File: config.mk
export PLATFORM = sky130hd
export DESIGN_NAME = csw_queue
export DESIGN_NICKNAME = d
export VERILOG_FILES = /design/src/hdl/csw_pkg.sv /design/src/hdl/csw_queue.sv
export SDC_FILE = /design/constraint.sdc
export NUM_CORES = 1
export LEC_CHECK = 0
export BUFFER_PORTS_ARGS = -buffer_cell sky130_fd_sc_hd__buf_2
export CORE_ASPECT_RATIO = 1.4
export CORE_MARGIN = 3
export CORE_UTILIZATION = 35
export DETAILED_ROUTE_END_ITERATION = 12
export PLACE_DENSITY = 0.57
export REMOVE_ABC_BUFFERS = 1
export SLEW_MARGIN = 20
export SYNTH_ARGS = -nofsm -noshare
export SYNTH_HDL_FRONTEND = slang
export SYNTH_SLANG_ARGS = --single-unit
export TNS_END_PERCENT = 50
File: constraint.sdc
create_clock -name clk -period 6 [get_ports clk]
set_input_delay 1.8 -clock clk [delete_from_list [all_inputs] [get_ports clk]]
set_output_delay 1.8 -clock clk [all_outputs]
set_load 0.05 [all_outputs]
File: src/hdl/csw_pkg.sv
package csw_pkg;

	localparam int SAMPLE_W       = 16;
	localparam int COEF_W         = 18;
	localparam int POS_W          = 12;
	localparam int LEN_W          = 13;
	localparam int MODE_W         = 2;
	localparam int MAX_LENGTH     = 4096;
	localparam int COS_TABLE_BITS = 10;
	localparam int QUARTER        = 1 << COS_TABLE_BITS;
	localparam int PHASE_W        = COS_TABLE_BITS + 2;
	localparam int ROM_DEPTH      = QUARTER + 1;
	localparam int ROM_AW         = COS_TABLE_BITS + 1;
	localparam int ROM_DW         = 17;
	localparam int WEIGHT_W       = 16;
	localparam int BASE_W         = 17;
	localparam int TPROD_W        = 36;
	localparam int ACC_W          = 36;
	localparam int SPROD_W        = SAMPLE_W + COEF_W;
	localparam int NUM_W          = POS_W + PHASE_W;
	localparam int DIV_CNT_W      = 5;
	localparam int TERM_W         = 3;
	localparam int OUT_TDATA_W    = 40;
	localparam int CFG_IDX_W      = 8;
	localparam int CFG_DATA_W     = 16;
	localparam int QUEUE_DEPTH    = 4;
	localparam int QUEUE_AW       = 2;

	// register indexes
	localparam logic [CFG_IDX_W-1:0] REG_WINDOW_MODE  = 8'd0;
	localparam logic [CFG_IDX_W-1:0] REG_FRAME_LENGTH = 8'd1;

	// window modes
	localparam logic [MODE_W-1:0] MODE_RECT     = 2'd0;
	localparam logic [MODE_W-1:0] MODE_HAMMING  = 2'd1;
	localparam logic [MODE_W-1:0] MODE_BLACKMAN = 2'd2;
	localparam logic [MODE_W-1:0] MODE_FLATTOP  = 2'd3;

	localparam logic [LEN_W-1:0] LEN_RESET = 13'd1024;
	localparam logic [LEN_W-1:0] LEN_MIN   = 13'd2;
	localparam logic [LEN_W-1:0] LEN_MAX   = LEN_W'(MAX_LENGTH);

	typedef struct packed {
		logic signed [SAMPLE_W-1:0] sample;
		logic [POS_W-1:0]           pos;
		logic [POS_W-1:0]           span;
		logic [MODE_W-1:0]          mode;
		logic                       last;
	} item_t;

	typedef struct packed {
		logic full;
		logic empty;
	} q_stat_t;

	typedef struct packed {
		logic take;
		logic load;
	} back_stat_t;

	typedef logic [ROM_DW-1:0] rom_t [0:ROM_DEPTH-1];

	// unsigned quotient by shift and subtract, table build only
	function automatic logic [63:0] udiv64(logic [63:0] n, logic [63:0] d);
		logic [63:0] q;
		logic [64:0] r;
		q = '0;
		r = '0;
		for (int b = 63; b >= 0; b--) begin
			r = {r[63:0], n[b]};
			if (r >= {1'b0, d}) begin
				r    = r - {1'b0, d};
				q[b] = 1'b1;
			end
		end
		return q;
	endfunction

	// cos(pi/2 * i / Q) in Q16, Taylor series in Q30
	function automatic logic [ROM_DW-1:0] quarter_cos(int unsigned i);
		logic [63:0] x;
		logic [63:0] x2;
		logic [63:0] term;
		logic [63:0] den;
		longint      sum;
		x    = (64'(i) * 64'd1686629713) >> COS_TABLE_BITS;
		x2   = (x * x) >> 30;
		term = 64'd1073741824;
		sum  = 64'sd1073741824;
		for (int k = 1; k <= 8; k++) begin
			den  = 64'((2 * k - 1) * (2 * k));
			term = udiv64((term * x2) >> 30, den);
			if ((k & 1) != 0) sum = sum - longint'(term);
			else sum = sum + longint'(term);
		end
		if (sum < 0) sum = 0;
		return ROM_DW'((64'(sum) + 64'd8192) >> 14);
	endfunction

	function automatic rom_t build_rom();
		rom_t r;
		for (int i = 0; i < ROM_DEPTH; i++) begin
			r[i] = quarter_cos(i);
		end
		return r;
	endfunction

	// constant term a0, Q16
	function automatic logic [BASE_W-1:0] base_weight(logic [MODE_W-1:0] mode);
		logic [BASE_W-1:0] w;
		case (mode)
			MODE_RECT:     w = 17'd65536;
			MODE_HAMMING:  w = 17'd35389;
			MODE_BLACKMAN: w = 17'd27525;
			MODE_FLATTOP:  w = 17'd14128;
			default:       w = 17'd65536;
		endcase
		return w;
	endfunction

	// cosine term weights a1..a4, Q16
	function automatic logic [WEIGHT_W-1:0] term_weight(logic [MODE_W-1:0] mode,
			logic [TERM_W-1:0] k);
		logic [WEIGHT_W-1:0] w;
		w = '0;
		case (mode)
			MODE_HAMMING: begin
				if (k == 3'd1) w = 16'd30147;
			end
			MODE_BLACKMAN: begin
				if (k == 3'd1) w = 16'd32768;
				if (k == 3'd2) w = 16'd5243;
			end
			MODE_FLATTOP: begin
				if (k == 3'd1) w = 16'd27304;
				if (k == 3'd2) w = 16'd18171;
				if (k == 3'd3) w = 16'd5477;
				if (k == 3'd4) w = 16'd455;
			end
			default: w = '0;
		endcase
		return w;
	endfunction

endpackage

File: src/hdl/csw_queue.sv
// Small FIFO between front and back.
module csw_queue (
	input  logic             clk,
	input  logic             arst_n,
	input  logic             push,
	input  csw_pkg::item_t   push_item,
	input  logic             pop,
	output csw_pkg::item_t   pop_item,
	output csw_pkg::q_stat_t stat
);

	csw_pkg::item_t                 mem_q [0:csw_pkg::QUEUE_DEPTH-1];
	logic [csw_pkg::QUEUE_AW-1:0]   wr_ptr_q;
	logic [csw_pkg::QUEUE_AW-1:0]   rd_ptr_q;
	logic [csw_pkg::QUEUE_AW:0]     cnt_q;

	assign stat.full  = cnt_q == (csw_pkg::QUEUE_AW + 1)'(csw_pkg::QUEUE_DEPTH);
	assign stat.empty = cnt_q == '0;
	assign pop_item   = mem_q[rd_ptr_q];

	always_ff @(posedge clk) begin
		if (push) mem_q[wr_ptr_q] <= push_item;
	end

	always_ff @(posedge clk or negedge arst_n) begin
		if (!arst_n) begin
			wr_ptr_q <= '0;
			rd_ptr_q <= '0;
			cnt_q    <= '0;
		end else begin
			if (push) wr_ptr_q <= wr_ptr_q + 2'd1;
			if (pop) rd_ptr_q <= rd_ptr_q + 2'd1;
			if (push && !pop) cnt_q <= cnt_q + 3'd1;
			else if (pop && !push) cnt_q <= cnt_q - 3'd1;
		end
	end

endmodule

==> run metrics <==
drt pass-1 iters 4; unrepaired setup endpoints after global routing no; Synth Area in Compound Gates 0.07516%; worst min-delay path class flop to flop; global route overflow 0; Worst VDD drop 0.2480 mV; status complete, no violations; core area 18,600 um^2; Finished Core Util 42.70%; Unique masters post-synth 19; dpl hpwl 6972 um; CTS tree done; antenna fix cells 0; final instance area 7943 um^2; CP Launch Type flop; DR top layer met5; largest net degree at the start of global routing 46; placed cell areas 7346 um^2; hold_sp cnt_q[2]; per-cell routed wire length 18.78 um; TritonCTS buffer count 17; clock buffer depth 2; endpoints failing hold 0; Worst-Margin Slew 0.9108 ns; commonest non-fill, non-tap cell in the layout edfxtp_1; met3 routed WL 501 um; TNS Setup 0 ns; slowest stage delay, CP 1.03 ns; Net count, final 416; clk root buf clkbuf_16; most frequent cells in the layout 172 x edfxtp_1, 91 x buf_2, 38 x mux4_2; multiplexer share of the synthesized area 14.99%; CP Class flop to output port; crit-path cells mux4_1 > buf_2; CP max FO 45; max_cap viols 0; pwr dens 562.4 nW/um^2; Clock Pin Slew Worst Setup and Hold Paths 0.06 ns; Adder-Cell Fraction of Synth Area 1.240%; die height 169.2 um; leak pwr 2.738 nW; fmax 241.8 MHz; share of cells above drive strength 1 45.19%; # hold bufs at CTS 0; routed wire length 11,600 um; total number of vias 2,903; clock skew 0.007635 ns; sequential fraction of the synthesis area 80.20%; # DRC 0; clock sink count 179; area grow syn2layout 19.28%; vias in the first global route 3,262; Slowest-stage cell, CP dfrtp_4; Avg Cell Area, Syn 25.71 um^2; Post-Synthesis Cells 259; num ports 92; ANT nets after route 0; Final Cycle Share 68.93%; number of port buffers 91; CTS-repair resized insts 0; WP data required 4.20 ns; Final setup viols 0; Post-CTS Setup Repair Bufs 0; reg2reg start wr_ptr_q[0]; critical path startpoint rd_ptr_q[0]; Placer Congestion 0.6582; Max-slew headroom 39.28%; gr usage total 12.00%; Initial DRC Count 140; DR vias/cell 4.697; XOR/XNOR Fraction of Synth Area 0.7892%; Post-Syn Area 6659 um^2; M1 WL 4642 um; Max Slew Vio Count 0; post-synthesis register bit count 179; WL met2 6352 um; Die Area 20,740 um^2; initial antenna violation count 2; synth warn 0; number of H-tree levels 4; CP arrival 2.34 ns; Rows 59; Simple-Gate Fraction of Synth Area 0.7328%; Initial Utilization 35.79%; Clk Latency, worst-skew pair 0.41 ns; Design Power 4.467 mW; first-pass GRT wire length 18,180 um; CP Capture Type output port; min Tclk post-route 4.136 ns; Die Wd 122.6 um; largest family of logic cells by synthesized area multiplexers
==> worst max-delay path: cells and delay by family (launching register included) <==
family	cells	cell delay [ns]
buffers and inverters	1	0.23
muxes	1	0.65
DFF	1	1.03
==> where the power goes <==
part / switching (mW) / internal [mW]
combinational: 1.02 / 0.479
sequential: 0.214 / 1.64
clock: 0.450 / 0.660
==> layout make-up <==
cell class | count | area [um^2]
clock inverters | 12 | 167.7
well taps | 244 | 305.3
fillers | 1622 | 10660
multi-input cells | 66 | 1192
flip-flops and latches | 179 | 5348
inverters | 4 | 15.01
repair buffers | 95 | 485.5
clock buffers | 18 | 429.2
==> synthesized netlist by cell type <==
master	instances	area, um^2
ha_1	5	62.56
buf_2	5	25.02
mux4_1	5	131.4
edfxtp_1	172	5165
buf_6	1	11.26
inv_1	4	15.01
nor3b_1	1	7.510
nand2_1	2	7.510
nor3_1	1	5.000
xor2_1	4	35.03
fa_1	1	20.02
buf_12	4	80.08
nor2_1	1	3.750
o21ai_0	1	5.000
xnor2_1	2	17.52
dfrtp_1	7	175.2
mux2_2	1	11.26
mux4_2	38	855.8
and2_1	4	25.02
==> per-stage QoR <==
stage,cells,hold slack (ns),setup slack [ns]
final,618,0.5098,1.864
after detailed placement,588,0.5118,2.230
after global routing,618,0.5418,1.672
after floorplan,249,0.4563,1.474
after global placement,588,0.4740,2.228
after CTS,618,0.5199,1.773
==> sequential cells by signal, summed over array words and instances, names as in the netlist <==
| name | count |
|---|---|
| wr_ptr_q | 2 |
| mem_q | 172 |
| rd_ptr_q | 2 |
| cnt_q | 3 |
==> kinds of logic (layout without fill, tap and decap cells) <==
group / after synthesis / count (layout)
flip-flops: 179 / 179
adder cells (fa/ha/maj): 6 / 6
buffers and inverters: 14 / 129
AND/OR/NAND/NOR: 9 / 9
XOR/XNOR: 6 / 6
multiplexers: 44 / 44
AO/OA/AOI/OAI: 1 / 1
==> layer usage <==
metal  up-vias  GRT usage [%]
met3        12          3.468
met5         -              0
li1       1301              -
met4         4          4.386
met2        57          20.51
met1      1529          14.43
==> worst paths after layout <==
check | slack [ns] | cells after the start | endpoint
setup / recovery | 1.86 | 2 | pop_item[29]
hold / removal | 0.51 | 1 | cnt_q[2]
setup reg to reg | 4.04 | 4 | mem_q[2][21]
hold reg to reg | 0.51 | 1 | cnt_q[2]
max in group asynchronous | 4.59 | 1 | rd_ptr_q[0]
min in group asynchronous | 1.22 | 1 | wr_ptr_q[0]
No activity file was read; power rests on OpenSTA's default activity.
