**config.mk**
```make
export PLATFORM = sky130hd
export DESIGN_NAME = csw_front
export DESIGN_NICKNAME = d
export VERILOG_FILES = /design/src/hdl/csw_pkg.sv /design/src/hdl/csw_front.sv
export SDC_FILE = /design/constraint.sdc
export NUM_CORES = 1
export LEC_CHECK = 0
export BUFFER_PORTS_ARGS = -buffer_cell sky130_fd_sc_hd__clkbuf_2
export CORE_MARGIN = 2
export CORE_UTILIZATION = 42
export CTS_CLUSTER_SIZE = 8
export DETAILED_ROUTE_END_ITERATION = 8
export GPL_TIMING_DRIVEN = 0
export PLACE_DENSITY = 0.76
export SLEW_MARGIN = 0
export SYNTH_ARGS = -nofsm -noshare
export SYNTH_HDL_FRONTEND = slang
export SYNTH_SLANG_ARGS = --single-unit
```
**constraint.sdc**
```tcl
create_clock -name clk -period 2.97 [get_ports clk]
set_clock_uncertainty 0.2 [all_clocks]
set_input_delay 0.4455 -clock clk [delete_from_list [all_inputs] [get_ports clk]]
set_output_delay 0.4455 -clock clk [all_outputs]
set_load 0.05 [all_outputs]
```
**src/hdl/csw_pkg.sv**
```systemverilog
package csw_pkg;

	localparam int SAMPLE_W       = 16;
	localparam int COEF_W         = 18;
	localparam int POS_W          = 12;
	localparam int LEN_W          = 13;
	localparam int MODE_W         = 2;
	localparam int MAX_LENGTH     = 4096;
	localparam int COS_TABLE_BITS = 10;
	localparam int QUARTER        = 1 << COS_TABLE_BITS;
	localparam int PHASE_W        = COS_TABLE_BITS + 2;
	localparam int ROM_DEPTH      = QUARTER + 1;
	localparam int ROM_AW         = COS_TABLE_BITS + 1;
	localparam int ROM_DW         = 17;
	localparam int WEIGHT_W       = 16;
	localparam int BASE_W         = 17;
	localparam int TPROD_W        = 36;
	localparam int ACC_W          = 36;
	localparam int SPROD_W        = SAMPLE_W + COEF_W;
	localparam int NUM_W          = POS_W + PHASE_W;
	localparam int DIV_CNT_W      = 5;
	localparam int TERM_W         = 3;
	localparam int OUT_TDATA_W    = 40;
	localparam int CFG_IDX_W      = 8;
	localparam int CFG_DATA_W     = 16;
	localparam int QUEUE_DEPTH    = 4;
	localparam int QUEUE_AW       = 2;

	// register indexes
	localparam logic [CFG_IDX_W-1:0] REG_WINDOW_MODE  = 8'd0;
	localparam logic [CFG_IDX_W-1:0] REG_FRAME_LENGTH = 8'd1;

	// window modes
	localparam logic [MODE_W-1:0] MODE_RECT     = 2'd0;
	localparam logic [MODE_W-1:0] MODE_HAMMING  = 2'd1;
	localparam logic [MODE_W-1:0] MODE_BLACKMAN = 2'd2;
	localparam logic [MODE_W-1:0] MODE_FLATTOP  = 2'd3;

	localparam logic [LEN_W-1:0] LEN_RESET = 13'd1024;
	localparam logic [LEN_W-1:0] LEN_MIN   = 13'd2;
	localparam logic [LEN_W-1:0] LEN_MAX   = LEN_W'(MAX_LENGTH);

	typedef struct packed {
		logic signed [SAMPLE_W-1:0] sample;
		logic [POS_W-1:0]           pos;
		logic [POS_W-1:0]           span;
		logic [MODE_W-1:0]          mode;
		logic                       last;
	} item_t;

	typedef struct packed {
		logic full;
		logic empty;
	} q_stat_t;

	typedef struct packed {
		logic take;
		logic load;
	} back_stat_t;

	typedef logic [ROM_DW-1:0] rom_t [0:ROM_DEPTH-1];

	// unsigned quotient by shift and subtract, table build only
	function automatic logic [63:0] udiv64(logic [63:0] n, logic [63:0] d);
		logic [63:0] q;
		logic [64:0] r;
		q = '0;
		r = '0;
		for (int b = 63; b >= 0; b--) begin
			r = {r[63:0], n[b]};
			if (r >= {1'b0, d}) begin
				r    = r - {1'b0, d};
				q[b] = 1'b1;
			end
		end
		return q;
	endfunction

	// cos(pi/2 * i / Q) in Q16, Taylor series in Q30
	function automatic logic [ROM_DW-1:0] quarter_cos(int unsigned i);
		logic [63:0] x;
		logic [63:0] x2;
		logic [63:0] term;
		logic [63:0] den;
		longint      sum;
		x    = (64'(i) * 64'd1686629713) >> COS_TABLE_BITS;
		x2   = (x * x) >> 30;
		term = 64'd1073741824;
		sum  = 64'sd1073741824;
		for (int k = 1; k <= 8; k++) begin
			den  = 64'((2 * k - 1) * (2 * k));
			term = udiv64((term * x2) >> 30, den);
			if ((k & 1) != 0) sum = sum - longint'(term);
			else sum = sum + longint'(term);
		end
		if (sum < 0) sum = 0;
		return ROM_DW'((64'(sum) + 64'd8192) >> 14);
	endfunction

	function automatic rom_t build_rom();
		rom_t r;
		for (int i = 0; i < ROM_DEPTH; i++) begin
			r[i] = quarter_cos(i);
		end
		return r;
	endfunction

	// constant term a0, Q16
	function automatic logic [BASE_W-1:0] base_weight(logic [MODE_W-1:0] mode);
		logic [BASE_W-1:0] w;
		case (mode)
			MODE_RECT:     w = 17'd65536;
			MODE_HAMMING:  w = 17'd35389;
			MODE_BLACKMAN: w = 17'd27525;
			MODE_FLATTOP:  w = 17'd14128;
			default:       w = 17'd65536;
		endcase
		return w;
	endfunction

	// cosine term weights a1..a4, Q16
	function automatic logic [WEIGHT_W-1:0] term_weight(logic [MODE_W-1:0] mode,
			logic [TERM_W-1:0] k);
		logic [WEIGHT_W-1:0] w;
		w = '0;
		case (mode)
			MODE_HAMMING: begin
				if (k == 3'd1) w = 16'd30147;
			end
			MODE_BLACKMAN: begin
				if (k == 3'd1) w = 16'd32768;
				if (k == 3'd2) w = 16'd5243;
			end
			MODE_FLATTOP: begin
				if (k == 3'd1) w = 16'd27304;
				if (k == 3'd2) w = 16'd18171;
				if (k == 3'd3) w = 16'd5477;
				if (k == 3'd4) w = 16'd455;
			end
			default: w = '0;
		endcase
		return w;
	endfunction

endpackage

```
**src/hdl/csw_front.sv**
```systemverilog
// Config registers, frame position and end-of-frame marking.
module csw_front (
	input  logic                                 clk,
	input  logic                                 arst_n,
	input  logic                                 s_tvalid,
	output logic                                 s_tready,
	input  logic [csw_pkg::SAMPLE_W-1:0]         s_tdata,
	input  logic                                 cfg_valid,
	output logic                                 cfg_ready,
	input  logic [csw_pkg::CFG_IDX_W-1:0]        cfg_index,
	input  logic [csw_pkg::CFG_DATA_W-1:0]       cfg_data,
	input  csw_pkg::q_stat_t                     q_stat,
	output logic                                 q_push,
	output csw_pkg::item_t                       q_item
);

	logic [csw_pkg::MODE_W-1:0] mode_q;
	logic [csw_pkg::LEN_W-1:0]  len_q;
	logic [csw_pkg::POS_W-1:0]  pos_q;
	logic [csw_pkg::POS_W-1:0]  span;
	logic                       last;

	assign cfg_ready = 1'b1;
	assign s_tready  = !q_stat.full;
	assign q_push    = s_tvalid && s_tready;

	// out-of-range lengths are clamped
	always_comb begin
		if (len_q < csw_pkg::LEN_MIN) begin
			span = csw_pkg::POS_W'(csw_pkg::LEN_MIN - 13'd1);
		end else if (len_q > csw_pkg::LEN_MAX) begin
			span = csw_pkg::POS_W'(csw_pkg::LEN_MAX - 13'd1);
		end else begin
			span = csw_pkg::POS_W'(len_q - 13'd1);
		end
	end

	// at or past the end (length shortened mid-frame) still ends the frame
	assign last = pos_q >= span;

	assign q_item.sample = $signed(s_tdata);
	assign q_item.pos    = pos_q;
	assign q_item.span   = span;
	assign q_item.mode   = mode_q;
	assign q_item.last   = last;

	always_ff @(posedge clk or negedge arst_n) begin
		if (!arst_n) begin
			mode_q <= csw_pkg::MODE_HAMMING;
			len_q  <= csw_pkg::LEN_RESET;
			pos_q  <= '0;
		end else begin
			if (cfg_valid && cfg_ready) begin
				if (cfg_index == csw_pkg::REG_WINDOW_MODE) begin
					mode_q <= cfg_data[csw_pkg::MODE_W-1:0];
				end
				if (cfg_index == csw_pkg::REG_FRAME_LENGTH) begin
					len_q <= cfg_data[csw_pkg::LEN_W-1:0];
				end
			end
			if (q_push) begin
				pos_q <= last ? '0 : pos_q + 12'd1;
			end
		end
	end

endmodule

```
==> results.txt, run 1 <==
The fraction of the mapped netlist area in compound gates works out to 7.944%. Clock-pin slew was measured on the worst setup and hold paths at 0.10 ns. The launching element type of the critical path was a flop. Most instantiated flip-flop cell in the synthesis netlist: dfrtp_1. For this run, global-route usage on met1 was measured as 24.62%.

Setup repair after global routing could not meet its margin everywhere. The instance count of the mapped netlist was 209; the fraction of layout cells with a size suffix above 1 was 57.43%. The global routing's busiest layer was met2. The relative slew slack came out at 53.79%.

The type of the most critical hold path was in2async. The design draws 0.001807 W. The share of the core filled with cells was 65.11%; the post-detailed-route via-to-cell ratio was 5.175. For the setup slack of the critical path after layout, the log shows -0.3835 ns. The highest clock frequency the design can meet was 298.2 MHz; the number of synthesized flops with an enable pin was 0. The growth of design area from synthesis to finish was 47.15%; the number of maximum-capacitance constraint violations was 0. Setup slack on the worst reg-to-reg path comes out at -0.05 ns. The Yosys step of the flow raised 0 warnings. The via count of the first global-routing pass was 1,732. Dividing the final minimum period by the clock period gives 112.9%. For this design the top-level I/O count stands at 92. The initial core utilization was 44.25%.

The clock insertion delay at the later pin of the skew report was 0.27 ns. The synthesized design contains 27 register bits. The CTS sink count is 27. The final count of pins violating max slew was 0; the number of core rows was 24.

Of all flip-flops after synthesis, the portion carrying an async set or reset was 100.0%. Sequential fraction of the synthesis area: 34.72%. TritonCTS built the clock tree.

The run gives 39 as the count of cell types in the netlist. The core region is 4414 sq um. The tools report the number of hold-slack violations in the final timing report as 12. By area, the combinational part of the netlist is dominated by simple AND/OR/NAND/NOR gates. The detailed placement HPWL was 3.459 mm. Measured along the y axis, the die boundary spans 72.20 um.

In this run, the number of DRC markers left after iteration 0 of detailed routing was 115. By area the synthesized netlist is led by dfrtp_1 (32%), ha_1 (9.0%), mux2_4 (7.7%). Counting cells, the worst reg-to-reg path comes to 15. The tools report the number of antenna-violating nets in the routed design as 0. The checks that failed: hold timing, setup timing. Summed over its instances, the top area cell type makes up 32.03% of the synthesized netlist area. The XOR/XNOR share of the synthesized area was 7.175%; the post-route minimum period was 3.353 ns. For this design, the CTS-stage hold fixing added 0 buffers. In the routed design, unresolved DRC markers number 0.

The endpoint identified for the worst register-to-register timing path is pos_q[3]. The synthesized design spends more area on one cell type than any other, namely dfrtp_1. Cell at the root of the clock tree: clkbuf_8.

The transition time at the pin with the least slew margin came out at 0.6932 ns. For the via count of the routed design, the log shows 1,837. The worst setup path is of the reg2out kind. The tools report the first-pass GRT wire length as 7.762 mm. Port buffering added 70 buffers. After synthesis, the mean cell area works out to 9.345 sq um. The logs give 1 for the number of levels in the clock H-tree and 0.8400 for the placer's final routability congestion estimate.

The tools report the number of antenna repair diodes as 0. The highest ir drop seen on vdd is 484.0 uV. The overall overflow remaining after global route is 0.

For this design the ratio of total power to cell area is 628.7 nW/um^2. Number of nets in the layout: 364. STA classifies the critical path endpoint as an output pin.

Buffers inserted during clock tree synthesis total 3. The run finished, with violations left. OpenSTA, run right after detailed placement, puts the worst setup slack at -0.7823 ns. The most frequently used cell type in the post-synthesis netlist is dfrtp_1. For the tightest hold margin, the log shows -0.004417 ns.

The logs give 6 for the setup-violating endpoint count in the final report and 2.361% for the fraction of met3 tracks used by global routing. The run gives 2506 sq um as the standard cell area after detailed placement. The overall track demand over capacity in global routing is 18.74%. From left edge to right edge, the die measures 72.20 um.

The met2 track demand over resource in global routing is 32.21%, and the post-detailed-routing wire length is 5.140 mm. The post-synthesis share of cell area spent on and, or, nand and nor gates is 19.22%. The worst register-to-register path begins at len_q[4]. Counting along the longest clock path gives a buffer depth of 2. The run gives 0 as the initial antenna violation count. Area share of fa/ha/maj cells after synthesis: 8.969%. Along the worst path, the maximum fanout reaches 8. Entering global routing, the biggest net connects 28 pins.

The commonest cells after synthesis are dfrtp_1 (25), nor2_1 (19), buf_4 (18). The run gives 4 as the length of the first detailed-routing pass in iterations. The data arrival at the endpoint of the critical path was 2.71 ns. After synthesis the cells add up to 1953 sq um.

For the synthesized net count, the log shows 269. For this design the static power due to leakage is 1.519 nW. In the final routed layout, each cell accounts on average for 14.48 um.

Summing all non-filler instances in the final layout gives an area of 2874 sq um. The mux share of post-synthesis cell area works out to 10.57%. The worst path required time is 2.32 ns, and the overall die area is 5212 sq um.
## worst max-delay path, stage by stage, from the launching register on
cell and delay (ns):
dfrtp_2 0.44, nor3_4 0.25, buf_6 0.14, nand3b_1 0.21, nor2b_2 0.20, buf_8 0.19, a21oi_4 0.04, inv_1 0.05
ha_1 0.22, o21ai_1 0.12, o21ai_1 0.08, a21oi_2 0.19, nand2_2 0.10, clkbuf_16 0.18
## cell families after synthesis
logic type / Yosys count
compound gates: 27
other cells: 1
xor+xnor: 16
flops: 27
buf+inv: 38
mux: 15
fa+ha+maj: 14
simple gates: 71
## where the power goes
part           internal, W  total (W)  switching, W
Clock            0.0000941   0.000212      0.000118
Combinational     0.000400    0.00112      0.000721
Sequential        0.000407   0.000474     0.0000671
Total             0.000901    0.00181      0.000906
## how the worst max path moves through the flow
stage / slack [ns] / end / from / cells after the start
after detailed placement: -0.78 / q_item[0] / len_q[3] / 12
final: -0.38 / q_item[0] / len_q[4] / 13
after CTS: -0.29 / q_item[0] / len_q[5] / 11
after floorplan: -0.26 / q_item[0] / len_q[3] / 11
after global routing: -0.55 / q_item[0] / len_q[4] / 11
after global placement: -0.69 / q_item[0] / len_q[3] / 12
## registers in the layout, indices dropped and copies added, names as in the netlist
name / count
len_q: 13
mode_q: 2
pos_q: 12
## metal layers
layer / share of wire, % / vias to the layer above
li1: - / 888
met1: 44 / 884
met2: 50 / 61
met3: 5.1 / 4
met4: 0.78 / 0
met5: 0 / -
## placed cells by master, fill, tap and decap left out, types with 3 or more instances in the layout
master    synthesis  routed
nand2_1          14      13
mux2_2            5       5
clkbuf_2          0      69
nor3_2            3       3
a21oi_4           0      10
buf_4            18      34
nand3_1           8       8
nand4_1           4       4
inv_2             1       6
clkbuf_8          0       3
xnor2_1           6       6
a21oi_1          14       4
nand2b_1          4       3
buf_6             1       3
mux2_4           10      10
inv_1            17      12
nor2_1           19      18
and3_1            3       3
ha_4              0       4
dfrtp_2           0       5
xor2_1           10      10
dfrtp_1          25      20
ha_1             14      10
o21ai_1           0       4
## per-stage QoR
step                      setup TNS, ns  std cells
after floorplan                  -1.501        209
after global placement           -6.206        331
after detailed placement         -7.505        331
after CTS                       -0.2897        348
after global routing             -2.350        355
final                           -0.6019        355
## timing repair
item / 4_1_cts / 5_1_grt
endpoints found under the setup margin: 14 / 13
cloned: 0 / 1
endpoints found under the hold margin: 0 / 0
pin swaps: 14 / 23
gates resized for setup: 26 / 15
setup buffers: 14 / 7
## area by class of cell
cell class	instances	area, sq um
Fill cell	346	1540
Multi-Input combinational cell	145	1316
Sequential cell	27	684.4
Timing Repair Buffer	90	540.5
Buffer	19	153.9
Inverter	18	67.56
Tap cell	52	65.06
Clock buffer	3	41.29
Clock inverter	1	5.005
No activity file was read; power rests on OpenSTA's default activity.
==> inputs of run 2 (changes only) <==
Settings changed: GPL_TIMING_DRIVEN 0 to unset.
==> run 2 against run 1 <==
Effect of this change:
- global-route usage rose by 1.2 points
- fmax fell by 0.29%
- largest cell class unchanged
- cell count rose by 0.56%
- largest power group unchanged
- the run still ends with hold timing, setup timing left
- critical path depth rose by 1
==> results.txt, run 2 (synthesis gave the netlist of run 1 again) <==
Cell-internal power: 0.0009546 W (+6.0%). The run gives 54.50% (+0.72 points) as the relative slew slack. The tools report the I/O pin total as 92 (unchanged). For the net switching power of the design, the log shows 0.0008687 W (-4.1%). The kind of cell with the highest combined delay along the critical path is simple AND/OR/NAND/NOR gates.

The top cell types in the final layout, fill and taps aside, are clkbuf_2 (52), buf_4 (48), dfrtp_1 (23). Launching element type of the critical path: a flop. The min-delay analysis places its worst path in the category in2async. Initial core utilization: 44.25% (unchanged).

Setup repair after global routing could not meet its margin everywhere. Via count of the routed design: 1,819 (-0.98%). TritonCTS built the clock tree. The run gives 1,791 (+3.4%) as the via count of the first global-routing pass. The largest registers in the layout are len_q: 13 flops, pos_q: 12 flops, mode_q: 2 flops. The tools report the number of levels in the clock H-tree as 1 (unchanged).

The tools report the length of the first detailed-routing pass in iterations as 4 (unchanged). For the final setup TNS, the log shows -2.751 ns (-2.149 ns). The remaining design rule violation count came out at 0 (unchanged).

The share of power burned in the clock network is 11.8% (about the same). The slowest cell on the critical path is dfrtp_1. Transition time at the pin with the least slew margin: 0.6825 ns (-0.01074 ns).

The highest ir drop seen on vdd was 405.3 uV (-16%). len_q holds more flip-flops than any other register. The run gives 0 (unchanged) as the initial antenna violation count. Growth of design area from synthesis to finish: 49.84%.

The maximum net fanout on the critical path was 3 (-5). The first-pass GRT wire length is 8.217 mm (+5.9%), and the clock slew seen by the registers of the worst setup and hold paths is 0.10 ns (about the same). In this run the clock root is driven by a clkbuf_8. Routed length per instance: 14.24 um (-1.6%). The switching fraction of total power is 47.64% (-2.5 points). The run gives 24 (unchanged) as the number of core rows. Critical setup path kind: reg2out. The share of total power in combinational logic is 62.6% (+0.6 points), and the fill cell total of the finished layout is 330 (-4.6%). The tools report the post-detailed-routing wire length as 5.085 mm (-1.1%). The initial DRC count came out at 110 (-4.3%).

The logs give 0.001823 W (+0.91%) for the power consumption and 27 (unchanged) for the CTS sink count. The logs give 297.3 MHz (-0.29%) for the highest clock frequency the design can meet and 4414 sq um (unchanged) for the standard cell core area. The post-detailed-route via-to-cell ratio works out to 5.095 (-1.5%). Cell repeated most along the worst path: inv_1. The overall die area came out at 5212 sq um (unchanged). The flip-flop count of the largest register, all copies and words added came out at 13 (unchanged). The CTS buffer count is 3 (unchanged), and the area used by sequential logic in the layout is 680.7 sq um (-0.55%).

Post-route minimum period: 3.363 ns (+0.009779 ns). The flow ran to the end, but the final reports show violations. The overall die width was 72.20 um (unchanged); the setup slack of the critical path after layout was -0.3933 ns (-0.009779 ns).

The critical path goes through buf_4 -> inv_1 -> ha_2 -> nor2b_4 -> nand3_2 -> xor2_2 -> a21oi_4 -> inv_1 -> ha_1 -> nand4_1 -> nor3_2 -> a21oi_2 -> nand2_2 -> buf_8. The overall die height was 72.20 um (unchanged). The run gives 366 (+0.55%) as the number of nets in the layout. The maximum single-stage delay on the critical path is 0.40 ns (-0.04 ns). Placer's final routability congestion estimate: 0.8266 (-1.6%).

The run gives 1.566 nW (+3.1%) as the leakage power of the design. The logs give 13 (+7) for the setup-violating endpoint count in the final report and 0 (unchanged) for the number of antenna-violating nets in the routed design. The tightest hold margin was -0.01404 ns (-0.009625 ns); the number of antenna repair diodes was 0 (unchanged).

The overall track demand over capacity in global routing came out at 19.91% (+1.2 points). The worst setup path is captured at an output pin. The fraction of layout cells with a size suffix above 1 is 57.05% (-0.38 points), and the power per cell area is 623.0 nW/um^2 (-0.90%).

For the final count of pins violating max slew, the log shows 0 (unchanged). The count of buffer and inverter cells on the critical path was 4 (unchanged). The multi-input gate area in the final layout came out at 1295 sq um (-1.6%).

Detailed placement HPWL: 3.497 mm (+1.1%). For the standard cell area after detailed placement, the log shows 2559 sq um (+2.1%). The final reports fail on hold timing, setup timing.

For the pin count of the biggest net entering global routing, the log shows 28 (unchanged). The data arrival at the endpoint of the critical path was 2.72 ns (about the same). The port buffer count is 54 (-23%), and the overall overflow remaining after global route is 0 (unchanged).

The buffer levels on the longest clock path was 2 (unchanged). The number of hold-slack violations in the final timing report is 25 (+13), and the cell area after layout is 2927 sq um (+1.8%). The clock insertion delay at the later pin of the skew report was 0.28 ns (about the same); the worst path required time was 2.32 ns (about the same).

Number of maximum-capacitance constraint violations: 0 (unchanged). The most frequent standard cell in the layout excluding fill and tap cells is clkbuf_2. The part of the cycle the worst path needs came out at 113.2% (+0.33 points).

The part of the total power dissipated in sequential elements came out at 25.5% (-0.7 points). The placement-stage worst setup slack is -0.1972 ns (+0.5851 ns).
-- run 2: final cells by class --
type / instances / area share [%]
clock buffers: 3 / 1.411
clock inverters: 1 / 0.1710
inverters: 18 / 2.309
multi-input cells: 144 / 44.25
flip-flops and latches: 27 / 23.26
well taps: 52 / 2.223
repair buffers: 112 / 26.38
-- run 2: worst register-to-register path: stages (launching register included) --
cell	delay, ns
dfrtp_1	0.40
buf_6	0.12
nor3_4	0.22
nand4b_1	0.22
o21ai_4	0.26
buf_6	0.21
a21oi_4	0.08
inv_1	0.06
ha_1	0.16
a21oi_2	0.06
o21ai_1	0.18
nand2b_1	0.12
buf_4	0.15
buf_4	0.12
buf_4	0.14
a21oi_4	0.14
clkdlybuf4s15_2	0.27
nor2_1	0.06
-- run 2: path summary, 6_finish.rpt --
check	startpoint	to	slack [ns]	depth (start not counted)
worst max-delay path	len_q[0]	q_item[0]	-0.39	14
worst min-delay path	arst_n	len_q[1]	-0.01	1
worst max register to register	len_q[0]	pos_q[3]	-0.30	17
worst min register to register	mode_q[1]	mode_q[1]	0.32	1
max in group asynchronous	arst_n	len_q[2]	2.11	1
min in group clk	cfg_data[11]	len_q[11]	0.19	2
-- run 2: metrics by stage --
stage | hold slack [ns] | util, % | std cells
final | -0.01404 | 66.30 | 357
after global routing | 0.03270 | 66.30 | 357
after CTS | 0.01334 | 63.58 | 350
after detailed placement | 0.3005 | 57.96 | 332
after global placement | 0.2947 | 57.96 | 332
after floorplan | -0.05009 | - | 209
-- run 2: per-layer routing --
metal / wire [um] / up-vias / GRT usage, %
met4: 44 / 0 / 6.289
met5: 0 / - / 0
met1: 2228 / 882 / 26.10
li1: - / 888 / -
met3: 212 / 4 / 2.222
met2: 2600 / 45 / 34.35
-- run 2: what timing repair did --
item	in CTS	in global routing
cloned	0	1
hold buffers	0	0
pin swaps	19	16
endpoints found under the setup margin	3	13
resized for setup	24	17
buffers inserted	14	11
-- run 2: power by group through the flow --
stage / registers [W] / logic, W / clock network (W)
2_1_floorplan: 0.000567 / 0.000657 / 0
6_report: 0.000465 / 0.00114 / 0.000216
3_3_place_gp: 0.000468 / 0.000973 / 0
4_1_cts: 0.000464 / 0.00108 / 0.000223
3_5_place_dp: 0.000471 / 0.000993 / 0
5_1_grt: 0.000473 / 0.00123 / 0.000242
